**src/rtl/swrl_pkg.sv**
```systemverilog
`default_nettype none

package swrl_pkg;

    localparam int MAX_PERIODS   = 64;
    localparam int COUNT_BITS    = 16;
    localparam int CATCHUP       = 2;

    localparam int TS_BITS       = 32;
    localparam int PER_BITS      = 16;
    localparam int WSET_BITS     = 7;
    localparam int EVT_BITS      = 16;
    localparam int OUT_TOT_BITS  = 16;
    localparam int CFG_DATA_BITS = 16;
    localparam int CFG_IDX_BITS  = 2;

    localparam int SLOT_BITS  = (MAX_PERIODS > 1) ? $clog2(MAX_PERIODS) : 1;
    localparam int WIN_BITS   = $clog2(MAX_PERIODS + 1);
    localparam int N_BITS     = $clog2(MAX_PERIODS + CATCHUP + 1);
    localparam int TOTAL_BITS = COUNT_BITS + SLOT_BITS;

    localparam logic [CFG_IDX_BITS-1:0] CFG_SECS_PER_PERIOD    = 2'd0;
    localparam logic [CFG_IDX_BITS-1:0] CFG_PERIODS_PER_WINDOW = 2'd1;
    localparam logic [CFG_IDX_BITS-1:0] CFG_MAX_EVENTS         = 2'd2;

    localparam logic [PER_BITS-1:0]  RST_SECS_PER_PERIOD    = PER_BITS'(60);
    localparam logic [WSET_BITS-1:0] RST_PERIODS_PER_WINDOW = WSET_BITS'(60);
    localparam logic [EVT_BITS-1:0]  RST_MAX_EVENTS         = EVT_BITS'(60);

    typedef struct packed {
        logic                start;
        logic [TS_BITS-1:0]  dividend;
        logic [PER_BITS-1:0] divisor;
    } div_req_t;

    typedef struct packed {
        logic                done;
        logic [TS_BITS-1:0]  quotient;
        logic [PER_BITS-1:0] remainder;
    } div_rsp_t;

endpackage

`default_nettype wire

```
**src/rtl/swrl_ram.sv**
```systemverilog
`default_nettype none

module swrl_ram #(
    parameter int WIDTH = 16,
    parameter int DEPTH = 64
) (
    input  wire logic                     clk,
    input  wire logic                     we,
    input  wire logic [$clog2(DEPTH)-1:0] waddr,
    input  wire logic [WIDTH-1:0]         wdata,
    input  wire logic [$clog2(DEPTH)-1:0] raddr,
    output logic      [WIDTH-1:0]         rdata
);

    logic [WIDTH-1:0] mem [DEPTH];

    always_ff @(posedge clk)
    begin
        if (we)
        begin
            mem[waddr] <= wdata;
        end
        rdata <= mem[raddr];
    end

endmodule

`default_nettype wire

```
**src/rtl/swrl_div.sv**
```systemverilog
`default_nettype none

module swrl_div
    import swrl_pkg::*;
(
    input  wire logic     clk,
    input  wire logic     rst_n,
    input  wire div_req_t req,
    output div_rsp_t      rsp
);

    localparam int CNT_BITS = $clog2(TS_BITS + 1);

    logic [PER_BITS-1:0] rem_reg;
    logic [TS_BITS-1:0]  quo_reg;
    logic [PER_BITS-1:0] dvs_reg;
    logic [CNT_BITS-1:0] cnt_reg;
    logic                busy_reg;
    logic                done_reg;

    logic [PER_BITS:0]   trial;
    logic                fits;

    // one restoring step: shift in the next dividend bit, subtract if it fits
    assign trial = {rem_reg, quo_reg[TS_BITS-1]} - {1'b0, dvs_reg};
    assign fits  = !trial[PER_BITS];

    always_ff @(posedge clk or negedge rst_n)
    begin
        if (!rst_n)
        begin
            rem_reg  <= '0;
            quo_reg  <= '0;
            dvs_reg  <= '0;
            cnt_reg  <= '0;
            busy_reg <= 1'b0;
            done_reg <= 1'b0;
        end
        else
        begin
            done_reg <= 1'b0;
            if (req.start)
            begin
                rem_reg  <= '0;
                quo_reg  <= req.dividend;
                dvs_reg  <= req.divisor;
                cnt_reg  <= CNT_BITS'(TS_BITS);
                busy_reg <= 1'b1;
            end
            else if (busy_reg)
            begin
                if (fits)
                begin
                    rem_reg <= trial[PER_BITS-1:0];
                end
                else
                begin
                    rem_reg <= {rem_reg[PER_BITS-2:0], quo_reg[TS_BITS-1]};
                end
                quo_reg <= {quo_reg[TS_BITS-2:0], fits};
                cnt_reg <= cnt_reg - CNT_BITS'(1);
                if (cnt_reg == CNT_BITS'(1))
                begin
                    busy_reg <= 1'b0;
                    done_reg <= 1'b1;
                end
            end
        end
    end

    assign rsp.done      = done_reg;
    assign rsp.quotient  = quo_reg;
    assign rsp.remainder = rem_reg;

endmodule

`default_nettype wire

```
**src/rtl/sliding_window_rate_limiter.sv**
```systemverilog
`default_nettype none

// Sliding-window counter rate limiter. Each request carries a timestamp in
// seconds; the block turns it into a period number, clears the buckets of the
// periods passed since the last request (at most the window plus two), sums
// the window's buckets and admits the request if the sum is below max_events,
// counting it in the current bucket. One result comes back per request. A
// request runs through the shared serial divider twice (timestamp / period
// length, then period / window size), clears buckets one at a time (0 to
// window + 2), sums the bucket RAM through its single read port, then updates
// and hands off. in_stall stays high meanwhile; a finished result waits in the
// output register while the next request is taken. cfg_ready is always high;
// write configuration only while no request is in flight. Buckets start at
// zero after reset with no clearing pass.
module sliding_window_rate_limiter
    import swrl_pkg::*;
(
    input  wire logic                     clk,
    input  wire logic                     rst_n,

    input  wire logic                     in_valid,
    output logic                          in_stall,
    input  wire logic [TS_BITS-1:0]       timestamp_seconds,

    output logic                          out_valid,
    input  wire logic                     out_stall,
    output logic                          accepted,
    output logic [OUT_TOT_BITS-1:0]       window_total,

    input  wire logic                     cfg_valid,
    output logic                          cfg_ready,
    input  wire logic [CFG_IDX_BITS-1:0]  cfg_index,
    input  wire logic [CFG_DATA_BITS-1:0] cfg_data
);

    typedef enum logic [2:0] {
        S_IDLE,
        S_DIV_TS,
        S_DIV_WIN,
        S_CLEAR,
        S_SUM,
        S_UPDATE,
        S_OUT
    } state_t;

    localparam logic [COUNT_BITS-1:0] COUNT_MAX = '1;

    state_t                 state_reg;

    logic [PER_BITS-1:0]    secs_reg;
    logic [WSET_BITS-1:0]   win_cfg_reg;
    logic [EVT_BITS-1:0]    max_reg;

    logic [TS_BITS-1:0]     last_reg;
    logic [N_BITS-1:0]      n_reg;
    logic [SLOT_BITS-1:0]   slot_reg;
    logic [SLOT_BITS-1:0]   idx_reg;
    logic [WIN_BITS-1:0]    sum_addr_reg;
    logic                   pend_reg;
    logic [SLOT_BITS-1:0]   pend_addr_reg;
    logic [TOTAL_BITS-1:0]  total_reg;
    logic [COUNT_BITS-1:0]  slot_cnt_reg;
    logic                   valid_reg [MAX_PERIODS];

    logic                   res_acc_reg;
    logic [OUT_TOT_BITS-1:0] res_total_reg;
    logic                   out_valid_reg;
    logic                   accepted_reg;
    logic [OUT_TOT_BITS-1:0] window_total_reg;

    logic [PER_BITS-1:0]    secs_eff;
    logic [WIN_BITS-1:0]    win_eff;
    logic [N_BITS-1:0]      catch_lim;
    logic [TS_BITS:0]       diff;
    logic [N_BITS-1:0]      n_new;
    logic                   in_take;
    logic                   out_free;
    logic                   issue;
    logic [COUNT_BITS-1:0]  rd_cnt;
    logic                   ok;
    logic                   ram_we;
    logic [SLOT_BITS-1:0]   ram_waddr;
    logic [COUNT_BITS-1:0]  ram_wdata;
    logic [SLOT_BITS-1:0]   ram_raddr;
    logic [COUNT_BITS-1:0]  ram_rdata;

    div_req_t               div_req;
    div_rsp_t               div_rsp;

    always_comb
    begin
        secs_eff = (secs_reg == '0) ? PER_BITS'(1) : secs_reg;
        if (win_cfg_reg == '0)
        begin
            win_eff = WIN_BITS'(1);
        end
        else if (32'(win_cfg_reg) > 32'(MAX_PERIODS))
        begin
            win_eff = WIN_BITS'(MAX_PERIODS);
        end
        else
        begin
            win_eff = WIN_BITS'(win_cfg_reg);
        end
    end

    assign catch_lim = N_BITS'(win_eff) + N_BITS'(CATCHUP);

    // periods to clear: none when time stands or goes back, else bounded
    assign diff = {1'b0, div_rsp.quotient} - {1'b0, last_reg};
    always_comb
    begin
        if (diff[TS_BITS] || diff == '0)
        begin
            n_new = '0;
        end
        else if (diff > (TS_BITS + 1)'(catch_lim))
        begin
            n_new = catch_lim;
        end
        else
        begin
            n_new = diff[N_BITS-1:0];
        end
    end

    assign in_take  = in_valid && !in_stall;
    assign out_free = !out_valid_reg || !out_stall;
    assign issue    = (state_reg == S_SUM) && (sum_addr_reg < win_eff);
    assign rd_cnt   = valid_reg[pend_addr_reg] ? ram_rdata : '0;
    assign ok       = 32'(total_reg) < 32'(max_reg);

    always_comb
    begin
        div_req.start    = 1'b0;
        div_req.dividend = timestamp_seconds;
        div_req.divisor  = secs_eff;
        if (state_reg == S_IDLE)
        begin
            div_req.start = in_take;
        end
        else if (state_reg == S_DIV_TS)
        begin
            div_req.start    = div_rsp.done;
            div_req.dividend = div_rsp.quotient;
            div_req.divisor  = PER_BITS'(win_eff);
        end
    end

    assign ram_raddr = sum_addr_reg[SLOT_BITS-1:0];
    assign ram_we    = (state_reg == S_UPDATE) && ok && (slot_cnt_reg != COUNT_MAX);
    assign ram_waddr = slot_reg;
    assign ram_wdata = slot_cnt_reg + COUNT_BITS'(1);

    swrl_div u_div (
        .clk   (clk),
        .rst_n (rst_n),
        .req   (div_req),
        .rsp   (div_rsp)
    );

    swrl_ram #(
        .WIDTH (COUNT_BITS),
        .DEPTH (MAX_PERIODS)
    ) u_buckets (
        .clk   (clk),
        .we    (ram_we),
        .waddr (ram_waddr),
        .wdata (ram_wdata),
        .raddr (ram_raddr),
        .rdata (ram_rdata)
    );

    always_ff @(posedge clk or negedge rst_n)
    begin
        if (!rst_n)
        begin
            state_reg        <= S_IDLE;
            secs_reg         <= RST_SECS_PER_PERIOD;
            win_cfg_reg      <= RST_PERIODS_PER_WINDOW;
            max_reg          <= RST_MAX_EVENTS;
            last_reg         <= '0;
            n_reg            <= '0;
            slot_reg         <= '0;
            idx_reg          <= '0;
            sum_addr_reg     <= '0;
            pend_reg         <= 1'b0;
            pend_addr_reg    <= '0;
            total_reg        <= '0;
            slot_cnt_reg     <= '0;
            res_acc_reg      <= 1'b0;
            res_total_reg    <= '0;
            out_valid_reg    <= 1'b0;
            accepted_reg     <= 1'b0;
            window_total_reg <= '0;
            for (int i = 0; i < MAX_PERIODS; i++)
            begin
                valid_reg[i] <= 1'b0;
            end
        end
        else
        begin
            if (cfg_valid && cfg_ready)
            begin
                unique case (cfg_index)
                    CFG_SECS_PER_PERIOD:    secs_reg    <= cfg_data[PER_BITS-1:0];
                    CFG_PERIODS_PER_WINDOW: win_cfg_reg <= cfg_data[WSET_BITS-1:0];
                    CFG_MAX_EVENTS:         max_reg     <= cfg_data[EVT_BITS-1:0];
                    default:                ;
                endcase
            end

            // the hand-off state reloads the output register itself
            if (out_valid_reg && !out_stall && (state_reg != S_OUT))
            begin
                out_valid_reg <= 1'b0;
            end

            pend_reg      <= issue;
            pend_addr_reg <= sum_addr_reg[SLOT_BITS-1:0];

            unique case (state_reg)
                S_IDLE:
                begin
                    if (in_take)
                    begin
                        state_reg <= S_DIV_TS;
                    end
                end
                S_DIV_TS:
                begin
                    if (div_rsp.done)
                    begin
                        n_reg     <= n_new;
                        last_reg  <= div_rsp.quotient;
                        state_reg <= S_DIV_WIN;
                    end
                end
                S_DIV_WIN:
                begin
                    if (div_rsp.done)
                    begin
                        slot_reg     <= div_rsp.remainder[SLOT_BITS-1:0];
                        idx_reg      <= div_rsp.remainder[SLOT_BITS-1:0];
                        sum_addr_reg <= '0;
                        total_reg    <= '0;
                        slot_cnt_reg <= '0;
                        state_reg    <= (n_reg == '0) ? S_SUM : S_CLEAR;
                    end
                end
                S_CLEAR:
                begin
                    // walk back from the current slot, wrapping at the window
                    valid_reg[idx_reg] <= 1'b0;
                    idx_reg <= (idx_reg == '0) ? SLOT_BITS'(win_eff - WIN_BITS'(1))
                                               : idx_reg - SLOT_BITS'(1);
                    n_reg <= n_reg - N_BITS'(1);
                    if (n_reg == N_BITS'(1))
                    begin
                        state_reg <= S_SUM;
                    end
                end
                S_SUM:
                begin
                    if (issue)
                    begin
                        sum_addr_reg <= sum_addr_reg + WIN_BITS'(1);
                    end
                    if (pend_reg)
                    begin
                        total_reg <= total_reg + TOTAL_BITS'(rd_cnt);
                        if (pend_addr_reg == slot_reg)
                        begin
                            slot_cnt_reg <= rd_cnt;
                        end
                    end
                    if (!issue && !pend_reg)
                    begin
                        state_reg <= S_UPDATE;
                    end
                end
                S_UPDATE:
                begin
                    if (ram_we)
                    begin
                        valid_reg[slot_reg] <= 1'b1;
                    end
                    res_acc_reg   <= ok;
                    res_total_reg <= (32'(total_reg) > 32'(16'hFFFF))
                                     ? OUT_TOT_BITS'(16'hFFFF)
                                     : OUT_TOT_BITS'(total_reg);
                    state_reg     <= S_OUT;
                end
                S_OUT:
                begin
                    if (out_free)
                    begin
                        out_valid_reg    <= 1'b1;
                        accepted_reg     <= res_acc_reg;
                        window_total_reg <= res_total_reg;
                        state_reg        <= S_IDLE;
                    end
                end
                default:
                begin
                    state_reg <= S_IDLE;
                end
            endcase
        end
    end

    assign in_stall     = (state_reg != S_IDLE);
    assign cfg_ready    = 1'b1;
    assign out_valid    = out_valid_reg;
    assign accepted     = accepted_reg;
    assign window_total = window_total_reg;

    a_clear_count: assert property (@(posedge clk) disable iff (!rst_n)
        (state_reg == S_CLEAR) |-> (n_reg != '0))
        else $error("clear walk entered with nothing to clear");

    a_clear_index: assert property (@(posedge clk) disable iff (!rst_n)
        (state_reg == S_CLEAR) |-> (WIN_BITS'(idx_reg) < win_eff))
        else $error("clear index outside the window");

    a_div_done: assert property (@(posedge clk) disable iff (!rst_n)
        div_rsp.done |-> (state_reg == S_DIV_TS || state_reg == S_DIV_WIN))
        else $error("divider finished outside a divide step");

    a_sum_drained: assert property (@(posedge clk) disable iff (!rst_n)
        (state_reg == S_UPDATE) |-> (!pend_reg && $past(state_reg) == S_SUM))
        else $error("update reached with a bucket read in flight");

endmodule

`default_nettype wire

```
**config.mk**
```make
export PLATFORM = sky130hd
export DESIGN_NAME = sliding_window_rate_limiter
export DESIGN_NICKNAME = d
export VERILOG_FILES = /design/src/rtl/swrl_pkg.sv /design/src/rtl/swrl_ram.sv /design/src/rtl/swrl_div.sv /design/src/rtl/sliding_window_rate_limiter.sv
export SDC_FILE = /design/constraint.sdc
export NUM_CORES = 2
export LEC_CHECK = 0
export ABC_AREA = 1
export BUFFER_PORTS_ARGS = -buffer_cell sky130_fd_sc_hd__buf_4
export CORE_MARGIN = 3
export CORE_UTILIZATION = 38
export CTS_BUF_LIST = sky130_fd_sc_hd__clkbuf_2
export DETAILED_ROUTE_END_ITERATION = 7
export GPL_TIMING_DRIVEN = 0
export SLEW_MARGIN = 20
export SYNTH_ARGS = -nofsm -noshare
export SYNTH_HDL_FRONTEND = slang
export SYNTH_HIERARCHICAL = 1
export SYNTH_SLANG_ARGS = --single-unit
```
**constraint.sdc**
```tcl
create_clock -name clk -period 4.1 [get_ports clk]
set_clock_uncertainty 0.15 [all_clocks]
set_input_delay 0.41 -clock clk [delete_from_list [all_inputs] [get_ports clk]]
set_output_delay 0.41 -clock clk [all_outputs]
set_load 0.02 [all_outputs]
```
After elaboration in Yosys (flattened, before gate mapping)
Memories as Yosys holds them, arrays and structs flattened. A register that Yosys moved wholly into a read port is not among the register bits.
Index checks and enable logic that the tools add are counted.

operators by class
  eq/ne operators = 24
  magnitude comparators = 10
  reductions and logical operators = 44
  add/sub/neg operators = 10
  bitwise gates (word level) = 6
  mux-type cells = 60

operators by type and width
  kind                  number
  $mux 16               9
  $pmux 64 s2           1
  $and 64x64->64        1
  $mux 32               2
  $mux 64               1
  $not 64->64           1
  $or 64x64->64         1
  $mux 49               1
  $mux 7                7
  $mux 48               1
  $mux 22               2
  $pmux 22 s2           1
  $gt 33x7->1           1
  $logic_not 33->1      1
  $sub 32x32->33        1
  $pmux 16 s2           1
  $pmux 7 s2            2
  $mux 6                4
  $add 22x16->22        1
  $gt 22x16->1 const B  1
  $lt 22x16->1          1
  $ge 7x7->1 const B    3
  $mux 3                7
  $not 6->7             3
  40 further kinds      100

storage, ports and cells
  memories kept = 1
  flip-flop bits (word level) = 316
  logic and storage cells = 243
  output and inout port bits = 20
  input port bits = 55
  bits in writable memories = 1,024

memory list
  memory         depth  width  rd ports  clocked after memory_dff  wr ports  RTL line        RTL
  u_buckets.mem  64     16     1         1                         1         swrl_ram.sv:15  logic [WIDTH-1:0] mem [DEPTH];

Logic depth before layout (Yosys ltp)
  word-level depth = 9
  depth in mapped cells = 30
  mapped depth without buffers = 29

Cells and area by module
Netlist, hierarchy kept.

by module, submodules not included
  module                       instances  area each (µm²)  cells an instance
  swrl_ram                     1          42,099.1         3,517
  sliding_window_rate_limiter  1          17,405.4         2,481
  swrl_div                     1          4,284.1          576

Least setup slack after synthesis
OpenSTA, ideal clock, no wires.

  path kind = register -> register
  from = register slot_cnt_reg[0]
  to = memory u_buckets.mem[0][15], data pin
  data arrival time = 3,832 ps
  setup slack = -418 ps
  cell stages (with the launch flop) = 12
  data required time = 3,415 ps
  path buffers = 0
  period minus slack after synthesis = 4,518 ps
  cell sequence = dfrtp_1 inv_1 nor3_1 nand2_1 nor2_1 nand3_1 nor2_1 nand2_1 nor3_1 nand2_1 nor3_2 xor2_1

between the ends
  word-level cells in the longest chain between the ends = 1

RTL lines
  what                    RTL line                            RTL
  from (decl)             sliding_window_rate_limiter.sv:62   logic [COUNT_BITS-1:0] slot_cnt_reg;
  from (signal assigned)  sliding_window_rate_limiter.sv:274  slot_cnt_reg <= rd_cnt;
  $add 16x1->16           sliding_window_rate_limiter.sv:153  assign ram_wdata = slot_cnt_reg + COUNT_BITS'(1);
  via ram_wdata[15]       sliding_window_rate_limiter.sv:83   logic [COUNT_BITS-1:0] ram_wdata;
  to (decl)               swrl_ram.sv:15

The timed path passes the listed nets, and every way through them passes these cells.

Worst setup path in the final report
  from = register slot_cnt_reg[0]
  to = memory u_buckets.mem[49][4] (enable)

between the ends
  word-level cells in the longest chain between the ends = 4

RTL lines
  what                          RTL line                            RTL
  $ne 16x16->1                  sliding_window_rate_limiter.sv:151  assign ram_we = (state_reg == S_UPDATE) && ok && (slot_cnt_reg != COUNT_MAX);
  $logic_and 1x1->1             sliding_window_rate_limiter.sv:151
  via ram_we                    sliding_window_rate_limiter.sv:81   logic ram_we;
  $mux 1                        swrl_ram.sv:19                      if (we)
  $mux 1 (implied by the code)  swrl_ram.sv:21                      mem[waddr] <= wdata;

The timed path passes the listed nets, and every way through them passes these cells.

==> flow_summary.ini <==
[global_routing]
track_usage_pct = 24.41
grt_overflow_total = 0
grt_pass1_vias = 49890
grt_max_degree = 98
antenna_found_initial = 14
grt_pass1_wl_um = 316800

[sta]
rsz0062_at_grt = true
finalSetupViolCount = 0
period_needed_ns = 4.062
tightest_slew_ns = 1.232
final_max_slew_viol_count = 0
hold_viol_final = 0
finalCritPeriodShare_pct = 99.08
relSlewSlack_pct = 17.88
holdWs_ns = 0.2149
fmax_mhz = 246.2

[status]
run_status = completed

[clocking]
numCtsBuffers = 366
path_clk_slew_ns = 0.10
insertion_delay_ns = 1.88
cts_tree = done
cts_root_buffer = clkbuf_2
clock_path_buffers = 4
cts_num_sinks = 1356
h-tree-depth = 5

[place]
place_congestion = 0.9443
hpwl_um = 152300
io_buffer_count = 73

[floorplan]
rows = 149
io_pins = 75
dieArea_mm2 = 0.1728
start_util_pct = 38.45
die_x_um = 415.7
die_h_um = 415.7
core_mm2 = 0.1659

[detailed_routing]
drc = 0
routed_wl_um = 215800
num_vias = 52300
viasPerCell = 5.331
wl_per_cell_um = 22.00
drt-initial-drc-count = 6101
dr.pass1.iters = 6
ant_nets = 0

[final_layout]
nFillCells = 15760
drive_gt1_share_pct = 17.52
largest_reg_flops = 1024
area_delta_synth_final_pct = 18.26
final_nets = 7514
fin_util_pct = 45.47

[synth]
synth_flop_cell = edfxtp_1
synth-seq-cells = 1356
yosys.area.top_type = edfxtp_1
yosysTopAreaCellShare_pct = 48.21
synth_area_mm2 = 0.06379
ys_types = 63
ys.warnings.count = 6
ys_seq_area_share_pct = 61.13
synth_cells = 6574
synth-edff-count = 1024
synth.most_common_cell = nand2_1
synth_nets = 6733
async_flop_share_pct = 23.30
ys_top_cells_by_count = nand2_1 (2200), nand3_1 (1049), edfxtp_1 (1024), inv_1 (512), o21ai_0 (331)
avgSynthCellArea_um2 = 9.703
synth.area.top_cells = edfxtp_1 (48%), nand2_1 (13%), dfrtp_1 (12%), nand3_1 (8.2%), inv_1 (3.0%)

[min_path]
hold_path_class = primary input to register
min_from = cfg_index[1]

[worst_setup_path]
end_kind = register
worstPathRequired_ns = 5.39
cp-startpoint = slot_cnt_reg[0]$_DFFE_PN0P_
rr_startpoint = slot_cnt_reg[0]$_DFFE_PN0P_
arrival_ns = 5.35
path_max_fanout = 6
timing.setup.critical_path_class = register to register
cp-start-kind = register

[power_and_ir_drop]
p_leak_nw = 30.46
peakVddDrop_v = 0.0003184
finalPower_mw = 25.16
p_per_area_mw_per_mm2 = 333.5

[run]
maxCapViolCount = 0
-- critical path, cell delays in order, from the launching register on --
cell and delay [ns]:
dfrtp_1 0.40, buf_4 0.14, ha_4 0.17, nand3_4 0.12, nor3_4 0.17, nand2_1 0.08, inv_2 0.09, nand2_2 0.10
nor3_4 0.20, nand3_4 0.12, nor3_4 0.22, nand3_2 0.13, nand4_1 0.12, buf_4 0.18, clkinvlp_4 0.16, nand4_1 0.13
buf_4 0.16, buf_4 0.18, nor4_4 0.06, buf_4 0.21, buf_2 0.19, buf_2 0.20
-- path summary, 6_finish.rpt --
path | to | slack [ns] | cells past startpoint
worst max-delay path | u_buckets/mem[49][4]$_DFFE_PP_ | 0.04 | 21
worst min-delay path | secs_reg[15]$_DFFE_PN0P_ | 0.21 | 7
worst max register to register | u_buckets/mem[49][4]$_DFFE_PP_ | 0.04 | 21
worst min register to register | slot_cnt_reg[12]$_DFFE_PN0P_ | 0.34 | 2
max in group asynchronous | secs_reg[5]$_DFFE_PN1P_ | 1.66 | 8
min in group asynchronous | last_reg[20]$_DFFE_PN0P_ | 0.79 | 6
-- logic make-up (layout without fill, tap and decap cells) --
family | after synthesis | after routing | synth area share (%)
AND/OR/NAND/NOR | 3622 | 3622 | 24.48
flip-flops | 1356 | 1356 | 61.13
buffers and inverters | 842 | 1883 | 6.126
AO/OA/AOI/OAI | 609 | 609 | 5.633
adder cells (fa/ha/maj) | 104 | 104 | 2.075
XOR/XNOR | 39 | 39 | 0.5355
other | 1 | 6 | 0.005879
multiplexers | 1 | 1 | 0.01765
-- report_power, final --
part | internal [mW] | total (mW) | switching, mW
sequential | 14.7 | 14.8 | 0.0941
combinational | 0.344 | 1.01 | 0.671
clock | 3.66 | 9.36 | 5.70
-- per-layer routing --
metal,GRT usage [%],vias to the layer above,wire length (um)
li1,-,24060,-
met1,33.48,25190,89380
met2,37.73,2595,97410
met3,5.581,448,21280
met4,9.165,4,7696
met5,0,-,26
-- area by class of cell --
type	count	area (um^2)	share of cell area (%)
tap	2189	2739	3.631
buffer	312	2014	2.670
sequential	1356	38990	51.69
clock inverter	104	510.5	0.6767
antenna	5	12.51	0.01659
clock buffer	524	2623	3.476
multi-input combinational	4376	21830	28.94
inverter	529	2012	2.667
timing repair buffer	414	4702	6.233
-- stage by stage --
stage	setup slack, ns	instances	TNS [ns]	instance area (um^2)
floorplan	-0.09854	6574	-12.61	63810
global placement	-5.251	8836	-4680.29	67100
detailed placement	-1.008	8944	-631.53	69450
CTS	0.01018	9791	0	74990
global route	-0.1108	9808	-0.6982	75440
finish	0.03779	9809	0	75440
-- placed cells by master, fill, tap and decap left out, drive strengths merged, types with 19 or more instances in the layout --
master	n
o22ai	22
a22oi	19
dlygate4sd3	170
o21ai	400
nor3	24
o221ai	20
nor2	206
edfxtp	1024
a21oi	105
nand3	1095
clkinv	94
inv	533
nand2	2214
clkbuf	604
ha	101
dfrtp	304
xor2	31
buf	476
nand4	44
-- timing repair --
action | CTS | global route
resized for setup | 62 | 93
pin swaps | 23 | 32
buffers inserted | 53 | 14
hold buffers | 171 | 0
hold endpoints to repair | 448 | 0
gates cloned | 0 | 2
setup endpoints to repair | 1122 | 261
Power figures use the tool's default switching activity.
